File: src/rtl/lim_pkg.sv
// ----------------------------------------------------------------------------
// Limiter package
// Shared types, fixed-point constants and state codes of the soft knee limiter.
// ----------------------------------------------------------------------------
package lim_pkg;

  localparam int MIX_FRAC_BITS = 20;
  localparam int GAIN_FRAC     = 14;
  localparam int GAIN_W        = 16;
  localparam int SAMPLE_W      = 24;
  localparam int A_W           = 25;
  localparam int DIV_W         = A_W + 1;
  localparam int M_W           = MIX_FRAC_BITS + 1;
  localparam int PCM_W         = 16;
  localparam int CLIP_W        = 32;
  localparam int CNT_W         = $clog2(MIX_FRAC_BITS);
  localparam int RECIP_SHIFT   = MIX_FRAC_BITS + 4;
  localparam int RECIP_W       = MIX_FRAC_BITS + 1;
  localparam int QUEUE_AW      = 1;

  localparam int ONE_INT   = 1 << MIX_FRAC_BITS;
  localparam int T_INT     = (9 * ONE_INT + 5) / 10;
  localparam int E_INT     = (ONE_INT + 50) / 100;
  localparam int RECIP_INT = ((1 << RECIP_SHIFT) + 9) / 10;

  localparam logic [GAIN_W-1:0]  GAIN_RESET = 16'd13107;
  localparam logic [A_W-1:0]     KNEE_T     = A_W'(T_INT);
  localparam logic [A_W-1:0]     KNEE_E     = A_W'(E_INT);
  localparam logic [M_W-1:0]     FULL_SCALE = M_W'(ONE_INT);
  localparam logic [RECIP_W-1:0] RECIP_TEN  = RECIP_W'(RECIP_INT);
  localparam logic [14:0]        PCM_SCALE  = 15'd32767;
  localparam logic [CLIP_W-1:0]  CLIP_MAX   = '1;

  typedef struct packed {
    logic signed [SAMPLE_W-1:0] mix_sample;
    logic                       clear_stats;
  } in_item_t;

  typedef struct packed {
    logic signed [PCM_W-1:0] pcm_sample;
    logic                    knee_applied;
    logic [A_W-1:0]          peak_level;
    logic [CLIP_W-1:0]       clip_total;
  } out_item_t;

  typedef struct packed {
    logic           neg;
    logic           knee;
    logic           clear;
    logic [A_W-1:0] mag;
    logic [A_W-1:0] peak;
  } job_t;

  typedef enum logic [1:0] {
    ST_IDLE,
    ST_DIV,
    ST_RECIP,
    ST_PCM
  } back_state_t;

endpackage

File: src/rtl/lim_front.sv
// ----------------------------------------------------------------------------
// Limiter front end
// Takes in samples, applies the gain, tracks the peak and flags the knee.
// ----------------------------------------------------------------------------
module lim_front import lim_pkg::*; (
  input  logic     clk,
  input  logic     rst,
  input  logic     cfg_write,
  input  logic [GAIN_W-1:0] cfg_data,
  input  logic     push,
  output logic     full,
  input  in_item_t item,
  output logic     job_push,
  input  logic     job_full,
  output job_t     job
);

  logic [GAIN_W-1:0]   gain;
  logic                s1_valid;
  in_item_t            s1_item;
  logic [A_W-1:0]      peak;
  logic [SAMPLE_W-1:0] mag;
  logic [SAMPLE_W+GAIN_W-1:0] prod;
  logic [A_W:0]        scaled;
  logic [A_W-1:0]      a;
  logic [A_W-1:0]      peak_base;
  logic [A_W-1:0]      peak_next;
  logic                take;

  assign full     = s1_valid && job_full;
  assign take     = push && !full;
  assign job_push = s1_valid && !job_full;

  always_comb begin
    mag       = s1_item.mix_sample[SAMPLE_W-1] ? SAMPLE_W'(-s1_item.mix_sample)
                                              : s1_item.mix_sample;
    prod      = SAMPLE_W'(mag) * GAIN_W'(gain);
    scaled    = (A_W+1)'(prod >> GAIN_FRAC);
    a         = scaled[A_W] ? '1 : scaled[A_W-1:0];
    peak_base = s1_item.clear_stats ? '0 : peak;
    peak_next = (a > peak_base) ? a : peak_base;
    job.neg   = s1_item.mix_sample[SAMPLE_W-1];
    job.knee  = a > KNEE_T;
    job.clear = s1_item.clear_stats;
    job.mag   = a;
    job.peak  = peak_next;
  end

  always_ff @(posedge clk) begin
    if (rst) begin
      gain     <= GAIN_RESET;
      s1_valid <= 1'b0;
      peak     <= '0;
    end else begin
      if (cfg_write) begin
        gain <= cfg_data;
      end
      if (job_push) begin
        peak <= peak_next;
      end
      if (take) begin
        s1_valid <= 1'b1;
      end else if (job_push) begin
        s1_valid <= 1'b0;
      end
    end
  end

  always_ff @(posedge clk) begin
    if (take) begin
      s1_item <= item;
    end
  end

endmodule

File: src/rtl/lim_queue.sv
// ----------------------------------------------------------------------------
// Limiter job queue
// Short first-in first-out queue between the front end and the back end.
// ----------------------------------------------------------------------------
module lim_queue import lim_pkg::*; (
  input  logic clk,
  input  logic rst,
  input  logic wr,
  input  job_t wr_job,
  output logic q_full,
  input  logic rd,
  output job_t rd_job,
  output logic q_empty
);

  localparam int DEPTH = 1 << QUEUE_AW;

  job_t                slots [DEPTH];
  logic [QUEUE_AW-1:0] wr_ptr;
  logic [QUEUE_AW-1:0] rd_ptr;
  logic [QUEUE_AW:0]   count;

  assign q_full  = count == (QUEUE_AW+1)'(DEPTH);
  assign q_empty = count == '0;
  assign rd_job  = slots[rd_ptr];

  always_ff @(posedge clk) begin
    if (rst) begin
      wr_ptr <= '0;
      rd_ptr <= '0;
      count  <= '0;
    end else begin
      if (wr) begin
        wr_ptr <= wr_ptr + 1'b1;
      end
      if (rd) begin
        rd_ptr <= rd_ptr + 1'b1;
      end
      if (wr && !rd) begin
        count <= count + 1'b1;
      end else if (rd && !wr) begin
        count <= count - 1'b1;
      end
    end
  end

  always_ff @(posedge clk) begin
    if (wr) begin
      slots[wr_ptr] <= wr_job;
    end
  end

endmodule

File: src/rtl/lim_back.sv
// ----------------------------------------------------------------------------
// Limiter back end
// Runs the knee divider, scales to PCM, counts clamps and holds the result.
// ----------------------------------------------------------------------------
module lim_back import lim_pkg::*; (
  input  logic      clk,
  input  logic      rst,
  input  logic      q_empty,
  input  job_t      rd_job,
  output logic      rd,
  output logic      empty,
  input  logic      pop,
  output out_item_t result
);

  back_state_t          state, state_next;
  job_t                 cur, cur_next;
  logic [DIV_W-1:0]     rem, rem_next;
  logic [DIV_W-1:0]     div, div_next;
  logic [MIX_FRAC_BITS-1:0] quo, quo_next;
  logic [CNT_W-1:0]     cnt, cnt_next;
  logic [M_W-1:0]       m, m_next;
  logic [CLIP_W-1:0]    clip, clip_next;
  logic                 out_valid, out_valid_next;
  out_item_t            out_next;
  logic [DIV_W:0]       rem2;
  logic                 ge;
  logic [MIX_FRAC_BITS+RECIP_W-1:0] rprod;
  logic [M_W-1:0]       mc;
  logic [M_W+14:0]      pprod;
  logic [14:0]          pcm_mag;

  assign empty = !out_valid;

  always_comb begin
    state_next     = state;
    cur_next       = cur;
    rem_next       = rem;
    div_next       = div;
    quo_next       = quo;
    cnt_next       = cnt;
    m_next         = m;
    clip_next      = clip;
    out_valid_next = out_valid && !pop;
    out_next       = result;
    rd             = 1'b0;
    rem2           = {rem, 1'b0};
    ge             = rem2 >= {1'b0, div};
    rprod          = quo * RECIP_TEN;
    mc             = (m > FULL_SCALE) ? FULL_SCALE : m;
    pprod          = mc * PCM_SCALE;
    pcm_mag        = 15'(pprod >> MIX_FRAC_BITS);
    case (state)
      ST_IDLE: begin
        if (!q_empty && !out_valid) begin
          rd       = 1'b1;
          cur_next = rd_job;
          rem_next = DIV_W'(rd_job.mag) - DIV_W'(KNEE_T);
          div_next = DIV_W'(rd_job.mag) + DIV_W'(KNEE_E);
          quo_next = '0;
          cnt_next = '0;
          m_next   = M_W'(rd_job.mag);
          if (rd_job.clear) begin
            clip_next = '0;
          end
          state_next = rd_job.knee ? ST_DIV : ST_PCM;
        end
      end
      ST_DIV: begin
        rem_next = ge ? DIV_W'(rem2 - {1'b0, div}) : rem2[DIV_W-1:0];
        quo_next = {quo[MIX_FRAC_BITS-2:0], ge};
        cnt_next = cnt + 1'b1;
        if (cnt == CNT_W'(MIX_FRAC_BITS - 1)) begin
          state_next = ST_RECIP;
        end
      end
      ST_RECIP: begin
        m_next     = M_W'(KNEE_T) + M_W'(rprod >> RECIP_SHIFT);
        state_next = ST_PCM;
      end
      ST_PCM: begin
        if (m > FULL_SCALE && clip != CLIP_MAX) begin
          clip_next = clip + 1'b1;
        end
        out_next.pcm_sample   = cur.neg ? -PCM_W'(pcm_mag) : PCM_W'(pcm_mag);
        out_next.knee_applied = cur.knee;
        out_next.peak_level   = cur.peak;
        out_next.clip_total   = clip_next;
        out_valid_next        = 1'b1;
        state_next            = ST_IDLE;
      end
      default: begin
        state_next = ST_IDLE;
      end
    endcase
  end

  always_ff @(posedge clk) begin
    if (rst) begin
      state     <= ST_IDLE;
      out_valid <= 1'b0;
      clip      <= '0;
    end else begin
      state     <= state_next;
      out_valid <= out_valid_next;
      clip      <= clip_next;
    end
  end

  always_ff @(posedge clk) begin
    cur    <= cur_next;
    rem    <= rem_next;
    div    <= div_next;
    quo    <= quo_next;
    cnt    <= cnt_next;
    m      <= m_next;
    result <= out_next;
  end

endmodule

File: src/rtl/soft_knee_output_limiter.sv
// ----------------------------------------------------------------------------
// Soft knee output limiter
// Gain, peak meter, soft knee, clamp counter and 16-bit PCM conversion.
// ----------------------------------------------------------------------------
// A sample pushed in is registered in the front end, where the gain is
// applied and the peak meter is updated, and then waits in a two-entry queue.
// The back end takes a sample below the knee through ST_IDLE and ST_PCM; one
// above the knee also passes ST_DIV, where the one-bit serial divider forms
// the knee quotient, and ST_RECIP. It starts the next sample once the previous
// result has been popped. The user must write the gain register through
// cfg_write and cfg_data only while no transfer is in flight; it is not enforced.
module soft_knee_output_limiter import lim_pkg::*; (
  input  logic              clk,
  input  logic              rst,
  input  logic              cfg_write,
  input  logic [GAIN_W-1:0] cfg_data,
  input  logic              push,
  output logic              full,
  input  in_item_t          item,
  output logic              empty,
  input  logic              pop,
  output out_item_t         result
);

  logic job_push;
  logic job_full;
  job_t job;
  logic job_rd;
  job_t rd_job;
  logic q_empty;

  lim_front u_front (
    .clk      (clk),
    .rst      (rst),
    .cfg_write(cfg_write),
    .cfg_data (cfg_data),
    .push     (push),
    .full     (full),
    .item     (item),
    .job_push (job_push),
    .job_full (job_full),
    .job      (job)
  );

  lim_queue u_queue (
    .clk    (clk),
    .rst    (rst),
    .wr     (job_push),
    .wr_job (job),
    .q_full (job_full),
    .rd     (job_rd),
    .rd_job (rd_job),
    .q_empty(q_empty)
  );

  lim_back u_back (
    .clk    (clk),
    .rst    (rst),
    .q_empty(q_empty),
    .rd_job (rd_job),
    .rd     (job_rd),
    .empty  (empty),
    .pop    (pop),
    .result (result)
  );

endmodule

File: config.mk
export PLATFORM = sky130hd
export DESIGN_NAME = soft_knee_output_limiter
export DESIGN_NICKNAME = d
export VERILOG_FILES = /design/src/rtl/lim_pkg.sv /design/src/rtl/lim_front.sv /design/src/rtl/lim_queue.sv /design/src/rtl/lim_back.sv /design/src/rtl/soft_knee_output_limiter.sv
export SDC_FILE = /design/constraint.sdc
export NUM_CORES = 2
export LEC_CHECK = 0
export BUFFER_PORTS_ARGS = -buffer_cell sky130_fd_sc_hd__buf_2
export CAP_MARGIN = 10
export CORE_ASPECT_RATIO = 1.75
export CORE_MARGIN = 8
export CORE_UTILIZATION = 59
export CTS_CLUSTER_DIAMETER = 100
export DETAILED_ROUTE_END_ITERATION = 6
export PLACE_DENSITY_LB_ADDON = 0.08
export SETUP_SLACK_MARGIN = 0.05
export SYNTH_ARGS = -nofsm -noshare
export SYNTH_HDL_FRONTEND = slang
export SYNTH_SLANG_ARGS = --single-unit
File: constraint.sdc
create_clock -name clk -period 9.8 [get_ports clk]
set_input_delay 1.47 -clock clk [delete_from_list [all_inputs] [get_ports clk]]
set_output_delay 1.47 -clock clk [all_outputs]
set_load 0.005 [all_outputs]
==> impl_metrics.ini <==
[setup_path]
endpoint_kind = flop
rr_worst_depth = 43
path_class = reg2reg
cp.depth = 43
critPathTopFamily = adder cells
cp.required_ps = 10290
cp_num_buf_inv = 10
cpMostUsedCell = fa_1
arrival_ps = 10450
slowest_stage = or4_4
crit_fanout = 7
critPathLaunchType = flop
cp_slowest_stage_delay_ps = 520

[sta]
setup_ws_ps = -160
period_share_pct = 102
setup_tns_ps = -3070
setup_viol = 49
final_max_slew_viol_count = 0
period_needed_ps = 9960
fin_skew_ps = 25.9
worst_slew_pin_slew_ps = 1170
relSlewSlack_pct = 22.0
hold_viol_final = 0
rsz0062_at_grt = true
max_freq_ghz = 0.100

[detailed_routing]
vias = 32462
drt_pass1_iterations = 7
detail_route.wl_per_cell_um = 20.2
postRouteAntennaNets = 0
vias_per_cell = 5.65
drc_errors = 0
wl_um = 116000
dr.first_iter.drc_count = 1486

[grt]
use_met1_pct = 25.9
grt_pass1_vias = 36055
grt_start_max_net_pins = 59
use_met2_pct = 55.5
grt_pass1_wl_um = 186000
grt_overflow_total = 0
grtUsageTotal_pct = 27.7
met3_usage_pct = 2.37
antenna_found_initial = 0
grt.busiest_layer = met2

[synth]
yosysWarnings = 0
ys_async_sr_fraction_pct = 0
synth_edf_count = 330
yosys_most_used_dff = edfxtp_1
ys_ff_latch = 412
ys_types = 99
syn_area_per_cell_um2 = 10.2
synthesis.area_um2 = 45100
yosysSeqAreaShare_pct = 25.6
syn_inst = 4432

[die]
initial_core_util_pct = 59.4
fp-row-count = 134
fp.dieW_um = 225
dieArea_um2 = 85900
core_area_um2 = 76000
io_pins = 122
die_h_um = 382

[clock_network]
h-tree-depth = 2
clock_sink_count = 412
clock_latency_ps = 600
holdBufCountCts = 0
cts_tree = yes
root_buffer = clkbuf_16
cts_made_buffers = 41
clk_pin_slew_worst_paths_ps = 60
clockBufferDepth = 3

[placement]
pre_cts_ws_ps = -525
port-buffer-count = 121
gp_congestion = 0.933
place_hpwl_um = 96100

[final_layout]
area_delta_synth_final_pct = 12.2
final_cell_mix = inv_1, fa_1, ha_1, nand2_1, edfxtp_1
fill_cells = 6168
finalNetCount = 5789
final_common_cell = inv_1
multi_input_area_um2 = 30800
n_antenna_cell = 0
drive_gt1_share_pct = 13.3
regArea_um2 = 11600

[job]
max_cap_viol_count = 0

[run_status]
outcome = complete, but fails checks
failed_checks = setup timing

[hold_path]
min-delay-path-class = reg2reg
holdPathStages = 0
==> flip-flops by register name, summed over array words and instances (netlist names), 5 cells and up, named ones only <==
name             flops
u_queue.slots      106
u_back.result       74
u_back.clip         32
u_back.cur          27
u_back.div          26
u_back.rem          26
u_front.peak        25
u_front.s1_item     23
u_back.m            21
u_back.quo          20
u_front.gain        16
u_back.cnt           5
==> repair_timing <==
action	CTS	global route
gates resized for setup	93	63
setup buffers	14	13
endpoints found under the setup margin	75	75
pin swaps	37	24
gates cloned	3	1
==> worst reg2reg max path: cells and delay by family, from the launching register on <==
family                   cells  cell delay [ps]
XOR/XNOR                     1              110
buffers and inverters       10              950
flip-flops                   1              440
AND/OR/NAND/NOR             10             2520
adder cells (fa/ha/maj)      8             3340
AO/OA/AOI/OAI               14             2500
==> synthesized netlist by cell type (6+ instances only) <==
cell type / count / share of area (%)
edfxtp_1: 330 / 22
a31oi_1: 11 / 0.15
a311oi_1: 8 / 0.16
dfxtp_1: 82 / 3.6
inv_1: 810 / 6.7
o21ai_0: 105 / 1.2
or2_2: 23 / 0.32
mux2_2: 35 / 0.87
fa_1: 594 / 26
a21o_1: 86 / 1.4
or4_1: 9 / 0.15
nor4_1: 16 / 0.22
nand3b_1: 7 / 0.12
nor2_1: 193 / 1.6
o211ai_1: 14 / 0.23
nor3_1: 43 / 0.48
o31ai_1: 17 / 0.28
nand4_1: 34 / 0.47
mux2i_1: 59 / 1.3
nand2_1: 376 / 3.1
xor2_1: 59 / 1.1
o41ai_1: 8 / 0.16
a211o_1: 13 / 0.25
a211oi_1: 26 / 0.43
a22oi_1: 15 / 0.25
o221ai_1: 7 / 0.14
o21bai_1: 15 / 0.25
o21a_1: 20 / 0.33
xnor2_1: 137 / 2.7
o22ai_1: 6 / 0.083
o21ai_1: 6 / 0.067
or3_1: 17 / 0.24
a21boi_0: 10 / 0.17
nand3_1: 52 / 0.58
clkbuf_1: 119 / 0.99
buf_2: 9 / 0.10
nand2b_1: 48 / 0.67
and4_1: 11 / 0.21
and2_1: 201 / 2.8
a21oi_1: 181 / 2.0
and3_1: 27 / 0.37
ha_1: 451 / 13
nor2b_1: 40 / 0.56
buf_1: 8 / 0.067
==> final timing paths <==
| check | start | end | slack (ps) |
|---|---|---|---|
| max | u_front.s1_item[6] | u_front.peak[16] | -160 |
| min | u_back.cur[17] | u_back.result[49] | 420 |
| max reg2reg | u_front.s1_item[6] | u_front.peak[16] | -160 |
| min reg2reg | u_back.cur[17] | u_back.result[49] | 420 |
==> through the flow <==
| stage | hold WS, ps | utilization [%] | instance area, um2 | std cells |
|---|---|---|---|---|
| 2_1_floorplan | 400 | - | 45300 | 4434 |
| 5_1_grt | 432 | 66.6 | 50600 | 5750 |
| 6_report | 422 | 66.6 | 50600 | 5750 |
| 3_3_place_gp | 404 | 63.5 | 48200 | 5646 |
| 4_1_cts | 427 | 66.1 | 50200 | 5737 |
| 3_5_place_dp | 405 | 63.5 | 48200 | 5646 |
==> per-layer routing <==
layer	vias to the layer above	share of wire [%]
met4	0	7.6
met5	-	0
met2	746	57
met3	419	2.6
li1	15066	-
met1	16231	33
==> cells by family (layout without fill, tap and decap cells) <==
kind of cell / after synthesis / count (layout) / synth area share, %
flip-flops: 412 / 412 / 25.6
other: 2 / 4 / 0.0167
AO/OA/AOI/OAI: 612 / 612 / 9.11
buffers and inverters: 947 / 1242 / 7.91
AND/OR/NAND/NOR: 1123 / 1123 / 12.4
XOR/XNOR: 197 / 198 / 3.84
multiplexers: 94 / 94 / 2.18
adder cells (fa/ha/maj): 1045 / 1045 / 38.9
==> area by class of cell <==
type	count	area share, %
Clock buffer	54	2.25
Clock inverter	21	0.411
Inverter	811	6.02
Multi-Input combinational cell	3076	60.9
Sequential cell	412	22.8
Tap cell	1020	2.52
Timing Repair Buffer	356	5.03
Power is not shown: default switching activity piles up to over one toggle a cycle in this logic, so the estimate is an artifact.
